### config.mk
export PLATFORM = sky130hd
export DESIGN_NAME = fnv_lcg_tag_generator_unit
export DESIGN_NICKNAME = d
export VERILOG_FILES = /design/src/rtl/fltg_pkg.sv /design/src/rtl/fnv_lcg_tag_generator_unit.sv /design/src/rtl/fltg_tag_engine.sv
export SDC_FILE = /design/constraint.sdc
export NUM_CORES = 1
export LEC_CHECK = 0
export BUFFER_PORTS_ARGS = -buffer_cell sky130_fd_sc_hd__buf_2
export CORE_UTILIZATION = 60
export DETAILED_ROUTE_END_ITERATION = 6
export HOLD_SLACK_MARGIN = 0.05
export PLACE_DENSITY_LB_ADDON = 0.12
export SLEW_MARGIN = 25
export SYNTH_ARGS = -nofsm -noshare
export SYNTH_HDL_FRONTEND = slang
export SYNTH_SLANG_ARGS = --single-unit
### constraint.sdc
create_clock -name clock -period 12.95 [get_ports clock]
set_input_delay 0.6475 -clock clock [delete_from_list [all_inputs] [get_ports clock]]
set_output_delay 0.6475 -clock clock [all_outputs]
set_load 0.005 [all_outputs]
### src/rtl/fltg_pkg.sv
// ----------------------------------------------------------------------------
// fltg_pkg
// Types and constants shared by the tag generator modules.
// ----------------------------------------------------------------------------
package fltg_pkg;

   localparam int unsigned POS_WIDTH  = 12;
   localparam int unsigned HASH_WIDTH = 32;
   localparam int unsigned HEADER_LEN = 4;

   localparam logic [HASH_WIDTH-1:0] FNV_BASIS = 32'd2166136261;
   localparam logic [HASH_WIDTH-1:0] FNV_PRIME = 32'd16777619;
   localparam logic [HASH_WIDTH-1:0] LCG_MUL   = 32'd1664525;
   localparam logic [HASH_WIDTH-1:0] LCG_ADD   = 32'd1013904223;

   // ascii "DSIG"
   localparam logic [7:0] HEADER_LETTERS [HEADER_LEN] = '{8'h44, 8'h53, 8'h49, 8'h47};

   typedef enum logic [1:0] {
      CMD_RESTART = 2'd0,
      CMD_ABSORB  = 2'd1,
      CMD_EMIT    = 2'd2,
      CMD_VERIFY  = 2'd3
   } cmd_type;

   typedef struct packed {
      cmd_type    command;
      logic [7:0] data_byte;
      logic [7:0] check_byte;
   } req_type;

   typedef struct packed {
      logic [7:0]           tag_byte;
      logic [POS_WIDTH-1:0] byte_index;
      logic                 last;
      logic                 mismatch;
      logic                 status;
   } rsp_type;

   function automatic logic [7:0] byte_select(input logic [HASH_WIDTH-1:0] word,
                                              input logic [1:0] sel);
      logic [7:0] res;
      unique case (sel)
         2'd0: res = word[7:0];
         2'd1: res = word[15:8];
         2'd2: res = word[23:16];
         2'd3: res = word[31:24];
         default: res = word[7:0];
      endcase
      return res;
   endfunction

endpackage

### src/rtl/fnv_lcg_tag_generator_unit.sv
// ----------------------------------------------------------------------------
// fnv_lcg_tag_generator_unit
// Builds a tag from an absorbed byte stream with an FNV-1a hash and an LCG.
// ----------------------------------------------------------------------------
// Usage:
//  - req_ channel carries one request: command, data_byte, check_byte.
//    Restart resets the hash, absorb folds data_byte into the hash, emit
//    produces the next tag byte, verify also compares it with check_byte.
//  - rsp_ channel returns exactly one response per request, in order.
//  - a request is taken into an input register, then the hash update and
//    tag byte selection run from it into the response register, which
//    drives the rsp_ outputs once rsp_stall lets it advance.
//  - one request per cycle sustained while rsp_stall is low; the 32-bit
//    constant multiply and add on the hash register sets the cycle time.
//  - when rsp_stall is high the response holds; one more request is still
//    taken into the input register, then req_stall rises until the
//    response drains.
//  - reset clears both valid flags, returns the hash to the offset basis
//    and clears the tag position and mismatch flag.
// ----------------------------------------------------------------------------
module fnv_lcg_tag_generator_unit #(
   parameter int unsigned TAG_BYTES = 2420
) (
   input  logic                           clock,
   input  logic                           reset,
   input  logic                           req_valid,
   output logic                           req_stall,
   input  logic [1:0]                     req_command,
   input  logic [7:0]                     req_data_byte,
   input  logic [7:0]                     req_check_byte,
   output logic                           rsp_valid,
   input  logic                           rsp_stall,
   output logic [7:0]                     rsp_tag_byte,
   output logic [fltg_pkg::POS_WIDTH-1:0] rsp_byte_index,
   output logic                           rsp_last,
   output logic                           rsp_mismatch,
   output logic                           rsp_status
);
   import fltg_pkg::*;

   logic    in_valid_ff, in_valid_in;
   req_type in_req_ff;
   logic    out_valid_ff, out_valid_in;
   rsp_type out_rsp_ff;
   rsp_type eng_rsp;
   logic    advance;
   logic    fire;
   logic    take;

   assign advance = !out_valid_ff || !rsp_stall;
   assign fire    = in_valid_ff && advance;
   assign take    = req_valid && !req_stall;

   assign req_stall = in_valid_ff && !advance;

   assign in_valid_in  = take ? 1'b1 : (fire ? 1'b0 : in_valid_ff);
   assign out_valid_in = advance ? in_valid_ff : out_valid_ff;

   fltg_tag_engine #(
      .TAG_BYTES(TAG_BYTES)
   ) u_engine (
      .clock(clock),
      .reset(reset),
      .fire (fire),
      .req  (in_req_ff),
      .rsp  (eng_rsp)
   );

   always_ff @(posedge clock) begin
      if (reset) begin
         in_valid_ff  <= 1'b0;
         out_valid_ff <= 1'b0;
      end else begin
         in_valid_ff  <= in_valid_in;
         out_valid_ff <= out_valid_in;
      end
   end

   always_ff @(posedge clock) begin
      if (take) begin
         in_req_ff.command    <= cmd_type'(req_command);
         in_req_ff.data_byte  <= req_data_byte;
         in_req_ff.check_byte <= req_check_byte;
      end
      if (fire) begin
         out_rsp_ff <= eng_rsp;
      end
   end

   assign rsp_valid      = out_valid_ff;
   assign rsp_tag_byte   = out_rsp_ff.tag_byte;
   assign rsp_byte_index = out_rsp_ff.byte_index;
   assign rsp_last       = out_rsp_ff.last;
   assign rsp_mismatch   = out_rsp_ff.mismatch;
   assign rsp_status     = out_rsp_ff.status;

endmodule

### src/rtl/fltg_tag_engine.sv
// ----------------------------------------------------------------------------
// fltg_tag_engine
// Hash, position and mismatch state with the combinational update that
// restarts, absorbs a byte or produces the next tag byte for one request.
// ----------------------------------------------------------------------------
module fltg_tag_engine #(
   parameter int unsigned TAG_BYTES = 2420
) (
   input  logic              clock,
   input  logic              reset,
   input  logic              fire,
   input  fltg_pkg::req_type req,
   output fltg_pkg::rsp_type rsp
);
   import fltg_pkg::*;

   localparam logic [POS_WIDTH-1:0] TAG_END  = POS_WIDTH'(TAG_BYTES);
   localparam logic [POS_WIDTH-1:0] LAST_POS = POS_WIDTH'(TAG_BYTES - 1);
   localparam logic [POS_WIDTH-1:0] HDR_END  = POS_WIDTH'(HEADER_LEN);

   logic [HASH_WIDTH-1:0] hash_ff, hash_in;
   logic [POS_WIDTH-1:0]  pos_ff, pos_in;
   logic                  mis_ff, mis_in;

   logic [HASH_WIDTH-1:0] lcg_hash;
   logic [HASH_WIDTH-1:0] fnv_hash;
   logic                  in_header;
   logic [7:0]            gen_byte;

   assign lcg_hash  = hash_ff * LCG_MUL + LCG_ADD + HASH_WIDTH'(pos_ff);
   assign fnv_hash  = (hash_ff ^ HASH_WIDTH'(req.data_byte)) * FNV_PRIME;
   assign in_header = pos_ff < HDR_END;
   assign gen_byte  = in_header ? HEADER_LETTERS[pos_ff[1:0]]
                                : byte_select(lcg_hash, pos_ff[1:0]);

   always_comb begin
      hash_in        = hash_ff;
      pos_in         = pos_ff;
      mis_in         = mis_ff;
      rsp.tag_byte   = '0;
      rsp.byte_index = '0;
      rsp.last       = 1'b0;
      rsp.status     = 1'b0;
      unique case (req.command)
         CMD_RESTART: begin
            hash_in = FNV_BASIS;
            pos_in  = '0;
            mis_in  = 1'b0;
         end
         CMD_ABSORB: begin
            if (pos_ff != '0) begin
               rsp.status = 1'b1;
            end else begin
               hash_in = fnv_hash;
            end
         end
         CMD_EMIT, CMD_VERIFY: begin
            if (pos_ff >= TAG_END) begin
               rsp.status = 1'b1;
            end else begin
               rsp.tag_byte   = gen_byte;
               rsp.byte_index = pos_ff;
               rsp.last       = (pos_ff == LAST_POS);
               if (!in_header) begin
                  hash_in = lcg_hash;
               end
               if (req.command == CMD_VERIFY && gen_byte != req.check_byte) begin
                  mis_in = 1'b1;
               end
               pos_in = pos_ff + 1'b1;
            end
         end
         default: begin
            rsp.status = 1'b1;
         end
      endcase
      rsp.mismatch = mis_in;
   end

   always_ff @(posedge clock) begin
      if (reset) begin
         hash_ff <= FNV_BASIS;
         pos_ff  <= '0;
         mis_ff  <= 1'b0;
      end else if (fire) begin
         hash_ff <= hash_in;
         pos_ff  <= pos_in;
         mis_ff  <= mis_in;
      end
   end

endmodule

== Word-level counts from Yosys, hierarchy flattened ==
Index checks and enable logic that the tools add are counted.
Cells by class
  add/subtract/negate cells: 3
  multipliers: 2
  order comparisons: 3
  equality and inequality tests: 11
  muxes and demuxes: 19
  bitwise gates (word level): 3
  reduce and logical (&&, ||, !) cells: 18
Operator list (count)
  two-way mux 32 bit: 3
  one-hot mux 32 bit (3 select lines): 1
  adder 32 x 12 -> 32 bit: 1
  adder 32 x 30 -> 32 bit (second input constant): 1
  multiplier 32 x 21 -> 32 bit (second input constant): 1
  multiplier 32 x 25 -> 32 bit (second input constant): 1
  one-hot mux 8 bit (4 select lines): 1
  bitwise XOR 32 x 8 -> 32 bit: 1
  two-way mux 8 bit: 3
  one-hot mux 12 bit (2 select lines): 1
  binary-select mux 8 bit (select 2 bit): 1
  adder 12 x 1 -> 12 bit (second input constant): 1
  == test 12 bit (second input constant): 1
  greater-or-equal comparator 12 bit (second input constant): 1
  < comparator 12 x 3 -> 1 bit (second input constant): 1
  two-way mux 12 bit: 1
  nonzero test 12 bit: 1
  == test 2 bit (second input constant): 4
  != test 8 bit: 1
  two-way mux 1 bit: 6
  != test 2 bit (second input constant): 3
  == test 2 x 1 -> 1 bit (second input constant): 2
  logical AND 1 bit: 4
  logical NOT 1 bit: 4
  10 further kinds: 14
Word-level totals
  register bits after elaboration: 88
  input port bits: 22
  output and inout port bits: 25
  word-level logic and storage cells: 72

== Logic depth before layout (Yosys ltp) ==
Gate-level depths: netlist (run 1).
  word-level depth: 10
  mapped depth: 29
  gate-level depth less buffers: 27

== By module ==
From an unflattened synthesis (run 1), not the netlist that was laid out.
Unflattened totals
  cell total of the unflattened synthesis: 1918
  area, all modules: 17591.9 sq um
By module, submodules not included
  fltg_tag_engine: instances 1, cells each 1867, area an instance 16274.4 sq um, seq. area each 900.9 sq um
  fnv_lcg_tag_generator_unit: instances 1, cells each 51, area an instance 1317.5 sq um, seq. area each 1271.2 sq um

== Least setup slack after synthesis (run 1) ==
No wires, ideal clock.
  path kind: reg-to-reg
  from: register u_engine.hash_ff[1]
  to: register out_rsp_ff, in the netlist rsp_mismatch (data pin)
  setup time: 0.270 ns
  arrival: 6.856 ns
  data required time: 12.680 ns
  path slack: 5.824 ns
  cell stages (with the launch flop): 27
  buffers on the path: 2
  period minus slack after synthesis: 7.126 ns
  cell sequence: dfxtp_1 > clkbuf_1 > inv_1 > ha_1 > xnor2_1 > xnor2_1 > fa_1 > inv_1 > fa_1 > fa_1 > inv_1 > fa_1 > fa_1 > inv_1 > ha_1 > clkbuf_1 > and3_1 > and2_1 > and2_1 > o21ai_0 > nand4_1 > a2111oi_2 > or4b_1 > nor3_1 > nand4_1 > nor4_2 > o22ai_1
RTL lines
  start, declared: line fltg_tag_engine.sv:21  | logic [HASH_WIDTH-1:0] hash_ff, hash_in;
  start signal, assigned: line fltg_tag_engine.sv:86  | hash_ff <= hash_in;
  end signal, assigned: line fnv_lcg_tag_generator_unit.sv:86  | out_rsp_ff <= eng_rsp;
  end, declared: line fnv_lcg_tag_generator_unit.sv:44  | rsp_type out_rsp_ff;

==> metrics.yaml, run 1 <==
drt:
  first_pass_iters: 7
  post_drt_wl_per_cell_um: 21.6
  vias_per_cell: 5.80
  routed_wl_mm: 50.2
  vias: 13500
  first_iter_violations: 1102
  route.detailed.drc: 1
  ant_nets: 0
layout:
  final_common_cell: "inv_1"
  regArea_mm2: 0.00217
  nets: 2532
  drive_above_1_share: 0.0546
  final_cell_mix: "inv_1 (503), ha_1 (351), fa_1 (221)"
  diodes: 0
  syn2layout_area_growth_pct: 5.62
  multi_input_area_mm2: 0.0132
  fill_cells: 2437
placed_design:
  portBuffers: 46
  place_hpwl_mm: 42.2
  preCtsSetupSlack_ns: 4.94
  gp_congestion: 1.05
grt:
  grt_pass1_wl_mm: 78.9
  grt-ovfl-total: 0
  grt_max_degree: 50
  grt_pass1_vias: 13900
  antenna_found_initial: 0
  gr-usage-all-layers: 0.351
floorplan:
  coreArea_mm2: 0.0286
  row_count: 62
  start_util: 0.610
  die_h_um: 173
  die_area_mm2: 0.0298
  ios: 47
  dieWidth_um: 173
sta:
  finClkSkew_ns: 0.0171
  slew_viol_final: 0
  tns_ns: 0
  rsz0062_at_grt: "false"
  setup_ws_ns: 4.82
  finalHoldViolCount: 0
  fin_crit_ns: 8.13
  tightest_slew_ns: 1.11
  setup_violations: 0
  fin_crit_sh: 0.628
  fmax_mhz: 123
  relSlewSlack: 0.259
synthesis:
  async_flop_share: 0
  yosys-top-cells-area: "fa_1 (25%), ha_1 (25%), inv_1 (11%)"
  yosysTopAreaCellShare: 0.253
  syn_nets: 2499
  syn_inst: 1905
  ys.flop_type: "dfxtp_1"
  synth-edff-count: 41
  yosysTopAreaCell: "fa_1"
  syn_area_mm2: 0.0175
  yosysSeqAreaShare: 0.124
  ys_warn_count: 0
  ys_seq_elements: 88
  synth_cell_type_count: 73
  syn_area_per_cell_um2: 9.16
cts:
  htreeDepth: 3
  clk_latency_ns: 0.37
  cts_hold_buf: 0
  cts_buffers: 9
  post-cts-setup-buffers: 0
  cts_tree: "done"
  cts_buffer_depth: 2
  root_buffer: "clkbuf_16"
  cts.clk_slew.worst_paths_ns: 0.09
  cts_resized: 0
  cts_num_sinks: 88
worst_setup_path:
  critPathSlowestCell: "dfxtp_1"
  max_stage_delay_ns: 0.79
  critPathTopFamily: "adder cells"
  rr_endpoint: "rsp_mismatch"
  rrSetupSlack_ns: 4.82
  rr_worst_depth: 23
  rr_startpoint: "u_engine.hash_ff[1]"
  cpMostUsedCell: "fa_1"
  worstPathRequired_ns: 13.05
  arrival_ns: 8.23
  endpoint_kind: "register"
  critical_path.startpoint_type: "register"
  cp_num_buf_inv: 4
  path_cells: "inv_1 -> ha_1 -> xnor2_1 -> xnor2_1 -> fa_1 -> inv_1 -> fa_1 -> fa_1 -> inv_1 -> fa_1 -> fa_1 -> inv_1 -> ha_1 -> nand4_1 -> o31ai_1 -> xor2_1 -> a221oi_1 -> mux2_2 -> o31ai_1 -> nor3_1 -> nand4_1 -> nor4_2 -> o22ai_1"
  path_max_fanout: 13
  path_class: "register to register"
run:
  drv_cap: 0
hold_path:
  hold_depth: 1
  worst_hold_path_type: "input port to register"
  whs_endpoint: "in_req_ff[17]"
  hp-start: "req_command[1]"
outcome:
  violations: "DRC"
  status: "complete, but fails checks"
logic make-up (layout without fill, tap and decap cells):
kind of cell,Yosys count,after routing,share of synthesized area
fa+ha+maj,572,572,0.505
buf+inv,546,584,0.118
simple gates,295,295,0.0842
compound gates,293,293,0.112
xor+xnor,103,103,0.0517
flops,88,88,0.124
mux,8,8,0.00473
how the worst max path moves through the flow:
| stage | from | end | slack (ns) | cells past startpoint |
|---|---|---|---|---|
| 2_1_floorplan | u_engine.hash_ff[1] | rsp_mismatch | 5.82 | 26 |
| 3_3_place_gp | u_engine.hash_ff[1] | rsp_mismatch | 5.14 | 25 |
| 3_5_place_dp | u_engine.hash_ff[1] | rsp_mismatch | 4.94 | 25 |
| 4_1_cts | u_engine.hash_ff[1] | rsp_mismatch | 4.90 | 25 |
| 5_1_grt | u_engine.hash_ff[1] | rsp_mismatch | 4.48 | 25 |
| 6_report | u_engine.hash_ff[1] | rsp_mismatch | 4.82 | 23 |
flip-flops by register name, indices dropped and copies added (netlist names), 8 cells and up:
name	flops
rsp_byte_index	12
in_req_ff	18
rsp_tag_byte	8
u_engine.hash_ff	32
u_engine.pos_ff	12
stage by stage:
step	std cells	hold slack [ns]	utilization	area, µm²
after global placement	2311	0.456	0.634	18100
after floorplan	1905	0.445	-	17500
final	2327	0.451	0.644	18400
after global routing	2327	0.450	0.644	18400
after CTS	2327	0.448	0.644	18400
after detailed placement	2311	0.478	0.634	18100
synthesized netlist by cell type (9+ instances only):
master	number
o21ai_0	44
nor3_1	25
a21o_1	30
a221oi_1	20
a211o_1	11
nand4_1	17
inv_1	503
clkbuf_1	35
nand3_1	16
nor2_1	75
nand2_1	84
xnor2_1	68
o21a_1	12
and3_1	12
dfxtp_1	47
and2_1	14
nand2b_1	10
xor2_1	35
edfxtp_1	41
fa_1	221
o21ai_1	9
ha_1	351
a211oi_1	16
a21oi_1	78
layout make-up:
cell class              count  share of cell area
clock buffers               9              0.0122
clock inverters             7             0.00400
inverters                 503               0.102
multi-input cells        1271               0.717
flip-flops and latches     88               0.118
well taps                 384              0.0261
repair buffers             65              0.0202
metal layers:
| layer | part of all wire | global-route usage |
|---|---|---|
| met4 | 0.035 | 0.124 |
| met2 | 0.45 | 0.558 |
| met5 | 0 | 0 |
| met3 | 0.091 | 0.0635 |
| met1 | 0.42 | 0.483 |
Power of run 1 is left out: the tool's default activity adds up to more than one toggle a clock period on the data nets, which glitch-free logic cannot reach.
==> run 2, diff against run 1 <==
==> constraint.sdc (replaced) <==
create_clock -name clock -period 7 [get_ports clock]
set_input_delay 0.35 -clock clock [delete_from_list [all_inputs] [get_ports clock]]
set_output_delay 0.35 -clock clock [all_outputs]
set_load 0.005 [all_outputs]
==> run 2 against run 1 <==
The run still ends with DRC left. Die area did not move. Core utilization rose by 3.9 points. Wire length shrank 1.0%. Worst setup slack worse by 4.8 ns. Global-route usage down 1.1 points. Design area rose by 6.1%. Critical path depth rose by 2. Clock-buffer cell count grew 1. Clock skew is 0.0025 ns lower. Critical path type unchanged.
==> metrics.yaml, run 2 (synthesis results as in run 1) <==
drt:
  routed_wl_mm: 49.7  # -1.0%
  first_pass_iters: 7  # unchanged
  vias_per_cell: 5.66  # -2.3%
  vias: 13800  # +2.3%
  first_iter_violations: 1269  # +15%
  post_drt_wl_per_cell_um: 20.4  # -5.5%
  ant_nets: 0  # unchanged
  route.detailed.drc: 4  # +3
layout:
  fill_cells: 2320  # -4.8%
  regMostFlops: "u_engine.hash_ff"
  fin_area_mm2: 0.0196  # +6.1%
  syn2layout_area_growth_pct: 12.0
  layout.cells.non_filler: 2437  # +4.7%
  largest_register_ffs: 32  # unchanged
  top_regs: "u_engine.hash_ff x32, in_req_ff x18"
  final_cell_mix: "inv_1 (495), ha_1 (338), fa_1 (220)"
  nets: 2640  # +4.3%
  drive_above_1_share: 0.129  # +0.0742
  final_common_cell: "inv_1"
floorplan:
  start_util: 0.610  # unchanged
  die_h_um: 173  # unchanged
  dieWidth_um: 173  # unchanged
  die_area_mm2: 0.0298  # unchanged
  ios: 47  # unchanged
  row_count: 62  # unchanged
  coreArea_mm2: 0.0286  # unchanged
grt:
  grt_max_degree: 50  # unchanged
  gr-usage-all-layers: 0.341  # -0.0106
  grt_pass1_wl_mm: 77.4  # -1.9%
  antenna_found_initial: 2  # +2
  grt-ovfl-total: 0  # unchanged
  grt_pass1_vias: 14100  # +1.5%
cts:
  cts_buffer_depth: 2  # unchanged
  cts_hold_buf: 0  # unchanged
  cts.clk_slew.worst_paths_ns: 0.08  # about the same
  clk_latency_ns: 0.36  # about the same
  root_buffer: "clkbuf_16"
  htreeDepth: 3  # unchanged
  cts_tree: "done"
  cts_buffers: 9  # unchanged
  cts_num_sinks: 88  # unchanged
worst_setup_path:
  path_class: "register to register"
  rrSetupSlack_ns: 0.02  # -4.80 ns
  rr_worst_depth: 25  # +8.7%
  worstPathRequired_ns: 7.10  # -5.95 ns
  rr_endpoint: "rsp_mismatch"
  endpoint_kind: "register"
  rr_startpoint: "u_engine.hash_ff[3]"
  path_max_fanout: 4  # -9
  arrival_ns: 7.08  # -1.15 ns
  critical_path.startpoint_type: "register"
placed_design:
  portBuffers: 46  # unchanged
  place_hpwl_mm: 42.6  # +0.92%
  gp_congestion: 1.02  # -3.1%
  place_inst: 2408  # +4.2%
  preCtsSetupSlack_ns: -0.273  # -5.22 ns
  placed_area_mm2: 0.0189  # +4.1%
sta:
  fin_crit_sh: 0.998  # +0.370
  fin_crit_ns: 6.98  # -1.15 ns
  setup_ws_ns: 0.0158  # -4.80 ns
  setup_violations: 0  # unchanged
  rsz0062_at_grt: "true"
  finalHoldViolCount: 0  # unchanged
  fmax_mhz: 143  # +16%
  relSlewSlack: 0.362  # +0.104
  tightest_slew_ns: 0.956  # -0.152 ns
  finClkSkew_ns: 0.0146  # -0.00245 ns
  slew_viol_final: 0  # unchanged
outcome:
  status: "complete, but fails checks"
  violations: "DRC"
hold_path:
  worst_hold_path_type: "input port to register"
  hp-start: "req_data_byte[5]"
  hold_depth: 1  # unchanged
  whs_endpoint: "in_req_ff[13]"
run:
  drv_cap: 0  # unchanged
## run 2: worst max path at each step
stage	cells after the start	startpoint	slack, ns	to
finish	25	u_engine.hash_ff[3]	0.02	rsp_mismatch
global route	25	u_engine.hash_ff[3]	-0.21	rsp_mismatch
CTS	25	u_engine.hash_ff[1]	0.02	rsp_mismatch
detailed placement	25	u_engine.hash_ff[10]	-0.27	rsp_mismatch
global placement	25	u_engine.hash_ff[10]	-0.14	rsp_mismatch
floorplan	27	u_engine.hash_ff[1]	0.08	rsp_mismatch
## run 2: through the flow
stage	hold WS, ns	utilization	TNS, ns
after global routing	0.157	0.683	-0.309
final	0.161	0.683	0
after detailed placement	0.486	0.660	-0.393
after CTS	0.163	0.670	0
after floorplan	0.445	-	0
after global placement	0.452	0.660	-0.137
## run 2: critical path: stages (launching register included)
cell       delay (ns)
dfxtp_4          0.39
inv_4            0.05
ha_4             0.27
inv_2            0.04
fa_1             0.57
fa_1             0.46
fa_1             0.56
inv_1            0.05
fa_1             0.47
inv_1            0.05
fa_1             0.47
inv_1            0.05
fa_1             0.51
inv_2            0.05
ha_4             0.21
and3_4           0.16
and2_4           0.17
and3_4           0.17
mux2i_1          0.17
nand4_1          0.23
a2111oi_2        0.41
or4b_4           0.51
nor3_4           0.12
nand4_1          0.14
nor4_2           0.36
o22ai_1          0.12
## run 2: layout make-up
type / instances / area [µm²] / area share
tap: 384 / 480 / 0.0246
antenna: 2 / 5.00 / 0.000256
timing repair buffer: 173 / 1210 / 0.0617
inverter: 503 / 1890 / 0.0969
clock inverter: 6 / 41.3 / 0.00211
sequential: 88 / 2190 / 0.112
clock buffer: 10 / 229 / 0.0117
multi-input combinational: 1271 / 13500 / 0.691
## run 2: layer usage
layer / GRT usage / share of wire
met1: 0.446 / 0.42
met2: 0.553 / 0.46
met3: 0.0717 / 0.074
met4: 0.133 / 0.042
met5: 0 / 0.00024
## run 2: what timing repair did
item | 4_1_cts | 5_1_grt
gates resized for setup | 5 | 60
endpoints found under the setup margin | 2 | 3
pin swaps | 2 | 13
setup buffers | 1 | 10
cloned | 0 | 0
Power of run 2 is left out for the same reason.
==> run 3, diff against run 2 <==
--- a/config.mk
+++ b/config.mk
@@ -5,9 +5,10 @@
 export SDC_FILE = /design/constraint.sdc
 export NUM_CORES = 1
 export LEC_CHECK = 0
-export BUFFER_PORTS_ARGS = -buffer_cell sky130_fd_sc_hd__buf_2
+export CAP_MARGIN = 20
 export CORE_UTILIZATION = 60
 export DETAILED_ROUTE_END_ITERATION = 6
+export DONT_BUFFER_PORTS = 1
 export HOLD_SLACK_MARGIN = 0.05
 export PLACE_DENSITY_LB_ADDON = 0.12
 export SLEW_MARGIN = 25
==> constraint.sdc (replaced) <==
create_clock -name clock -period 7.1 [get_ports clock]
set_input_delay 0.355 -clock clock [delete_from_list [all_inputs] [get_ports clock]]
set_output_delay 0.355 -clock clock [all_outputs]
set_load 0.005 [all_outputs]
==> run 3 against run 2 <==
The run still ends with DRC left. Final cell count shrank 2.2%. Hold slack worse by 0.094 ns. Clock skew is 0.0014 ns higher. Design area shrank 1.7%.
==> metrics.yaml, run 3 (synthesis results as in run 1) <==
outcome:
  status: "complete, but fails checks"
  violations: "DRC"
floorplan:
  start_util: 0.610  # unchanged
  die_area_mm2: 0.0298  # unchanged
  coreArea_mm2: 0.0286  # unchanged
  row_count: 62  # unchanged
  die_h_um: 173  # unchanged
  dieWidth_um: 173  # unchanged
  ios: 47  # unchanged
sta:
  fin_crit_sh: 0.964  # -0.0335
  finClkSkew_ns: 0.0160  # +0.00138 ns
  tns_ns: 0  # unchanged
  finalHoldViolCount: 0  # unchanged
  fin_crit_ns: 6.85  # -0.138 ns
  fmax_mhz: 146  # +2.0%
  setup_violations: 0  # unchanged
  relSlewSlack: 0.343  # -0.0190
  tightest_slew_ns: 0.985  # +0.0285 ns
  setup_ws_ns: 0.254  # +0.238 ns
  slew_viol_final: 0  # unchanged
layout:
  largest_register_ffs: 32  # unchanged
  top_regs: "u_engine.hash_ff x32, in_req_ff x18"
  fill_cells: 2378  # +2.5%
  drive_above_1_share: 0.100  # -0.0287
  nets: 2588  # -2.0%
  regMostFlops: "u_engine.hash_ff"
  syn2layout_area_growth_pct: 10.1
  final_cell_mix: "inv_1 (500), ha_1 (337), fa_1 (221)"
  final_common_cell: "inv_1"
grt:
  grt_pass1_wl_mm: 78.7  # +1.6%
  gr-usage-all-layers: 0.352  # +0.0116
  grt-ovfl-total: 0  # unchanged
  grt_pass1_vias: 13900  # -1.5%
  antenna_found_initial: 1  # -1
  grt_max_degree: 50  # unchanged
cts:
  cts_tree: "done"
  clk_latency_ns: 0.38  # +0.02 ns
  cts.clk_slew.worst_paths_ns: 0.07  # about the same
  cts_num_sinks: 88  # unchanged
  cts_buffer_depth: 2  # unchanged
  cts_buffers: 9  # unchanged
  root_buffer: "clkbuf_16"
  htreeDepth: 3  # unchanged
worst_setup_path:
  path_class: "register to register"
  endpoint_kind: "register"
  rr_endpoint: "rsp_mismatch"
  arrival_ns: 6.95  # -0.13 ns
  critPathSlowestCell: "fa_1"
  worstPathRequired_ns: 7.21  # +0.11 ns
  rr_startpoint: "u_engine.hash_ff[5]"
  critical_path.startpoint_type: "register"
  path_max_fanout: 4  # unchanged
  rrSetupSlack_ns: 0.25  # +0.24 ns
  cpMostUsedCell: "fa_1"
  cp_num_buf_inv: 4  # -2
  critPathTopFamily: "adder cells"
  rr_worst_depth: 24  # -4.0%
  path_cells: "ha_2 -> fa_1 -> inv_1 -> fa_1 -> fa_1 -> inv_1 -> fa_1 -> inv_1 -> fa_1 -> fa_1 -> inv_1 -> ha_2 -> nand2_1 -> o21a_1 -> nand2_2 -> nor3_1 -> mux2i_1 -> nand4_1 -> a2111oi_2 -> or4b_4 -> nor3_2 -> nand4_1 -> nor4_2 -> o22ai_1"
  max_stage_delay_ns: 0.51  # -0.06 ns
drt:
  post_drt_wl_per_cell_um: 21.4  # +4.9%
  routed_wl_mm: 51.0  # +2.6%
  vias: 13800  # -0.17%
  route.detailed.drc: 1  # -3
  first_pass_iters: 7  # unchanged
  vias_per_cell: 5.78  # +2.0%
  ant_nets: 0  # unchanged
  first_iter_violations: 1299  # +2.4%
hold_path:
  worst_hold_path_type: "input port to register"
  hp-start: "reset"
  hold_depth: 1  # unchanged
  whs_endpoint: "u_engine.pos_ff[0]"
run:
  drv_cap: 0  # unchanged
placed_design:
  preCtsSetupSlack_ns: -0.175  # +0.0981 ns
  place_hpwl_mm: 43.5  # +2.2%
  gp_congestion: 1.05  # +3.1%
  portBuffers: 0  # -100%
-- run 3: changes by cell type in the layout (fill, tap and decap cells not counted), sizes merged --
| cell | previous run | this run |
|---|---|---|
| clkbuf | 10 | 9 |
| dlygate4sd3 | 0 | 1 |
| inv | 506 | 507 |
| buf | 173 | 120 |
| diode | 2 | 1 |
-- run 3: stage by stage --
stage	cell area (µm²)	std cells	hold slack (ns)	utilization
2_1_floorplan	17500	1905	0.445	-
5_1_grt	19200	2383	0.0614	0.671
3_5_place_dp	18600	2359	0.432	0.651
3_3_place_gp	18600	2359	0.430	0.651
4_1_cts	19000	2376	0.0530	0.662
6_report	19200	2384	0.0676	0.672
-- run 3: metal layers --
layer,routed length [µm],GRT usage,vias up
met1,21700,0.474,6731
met2,22900,0.557,555
li1,-,-,6361
met5,0,0,-
met4,2640,0.168,0
met3,3710,0.0558,125
-- run 3: layout make-up --
| type | count | area, µm² | share of cell area |
|---|---|---|---|
| timing repair buffer | 121 | 930 | 0.0484 |
| inverter | 503 | 1890 | 0.0982 |
| tap | 384 | 480 | 0.0250 |
| antenna | 1 | 2.50 | 0.000130 |
| clock inverter | 7 | 75.1 | 0.00391 |
| clock buffer | 9 | 225 | 0.0117 |
| multi-input combinational | 1271 | 13400 | 0.699 |
| sequential | 88 | 2190 | 0.114 |
-- run 3: worst max-delay path by stage --
stage                                   start           end  slack [ns]  cells after the start
final                     u_engine.hash_ff[5]  rsp_mismatch        0.25                     24
after global routing      u_engine.hash_ff[5]  rsp_mismatch       -0.03                     24
after floorplan           u_engine.hash_ff[1]  rsp_mismatch        0.07                     27
after global placement    u_engine.hash_ff[5]  rsp_mismatch       -0.12                     24
after detailed placement  u_engine.hash_ff[5]  rsp_mismatch       -0.18                     24
after CTS                 u_engine.hash_ff[3]  rsp_mismatch        0.11                     25
-- run 3: repair_timing --
action / 4_1_cts / 5_1_grt
buffers inserted: 0 / 7
hold buffers: 1 / 0
pin swaps: 2 / 13
endpoints found under the setup margin: 2 / 2
resized for setup: 6 / 45
endpoints found under the hold margin: 4 / 0
Power of run 3 is left out for the same reason.
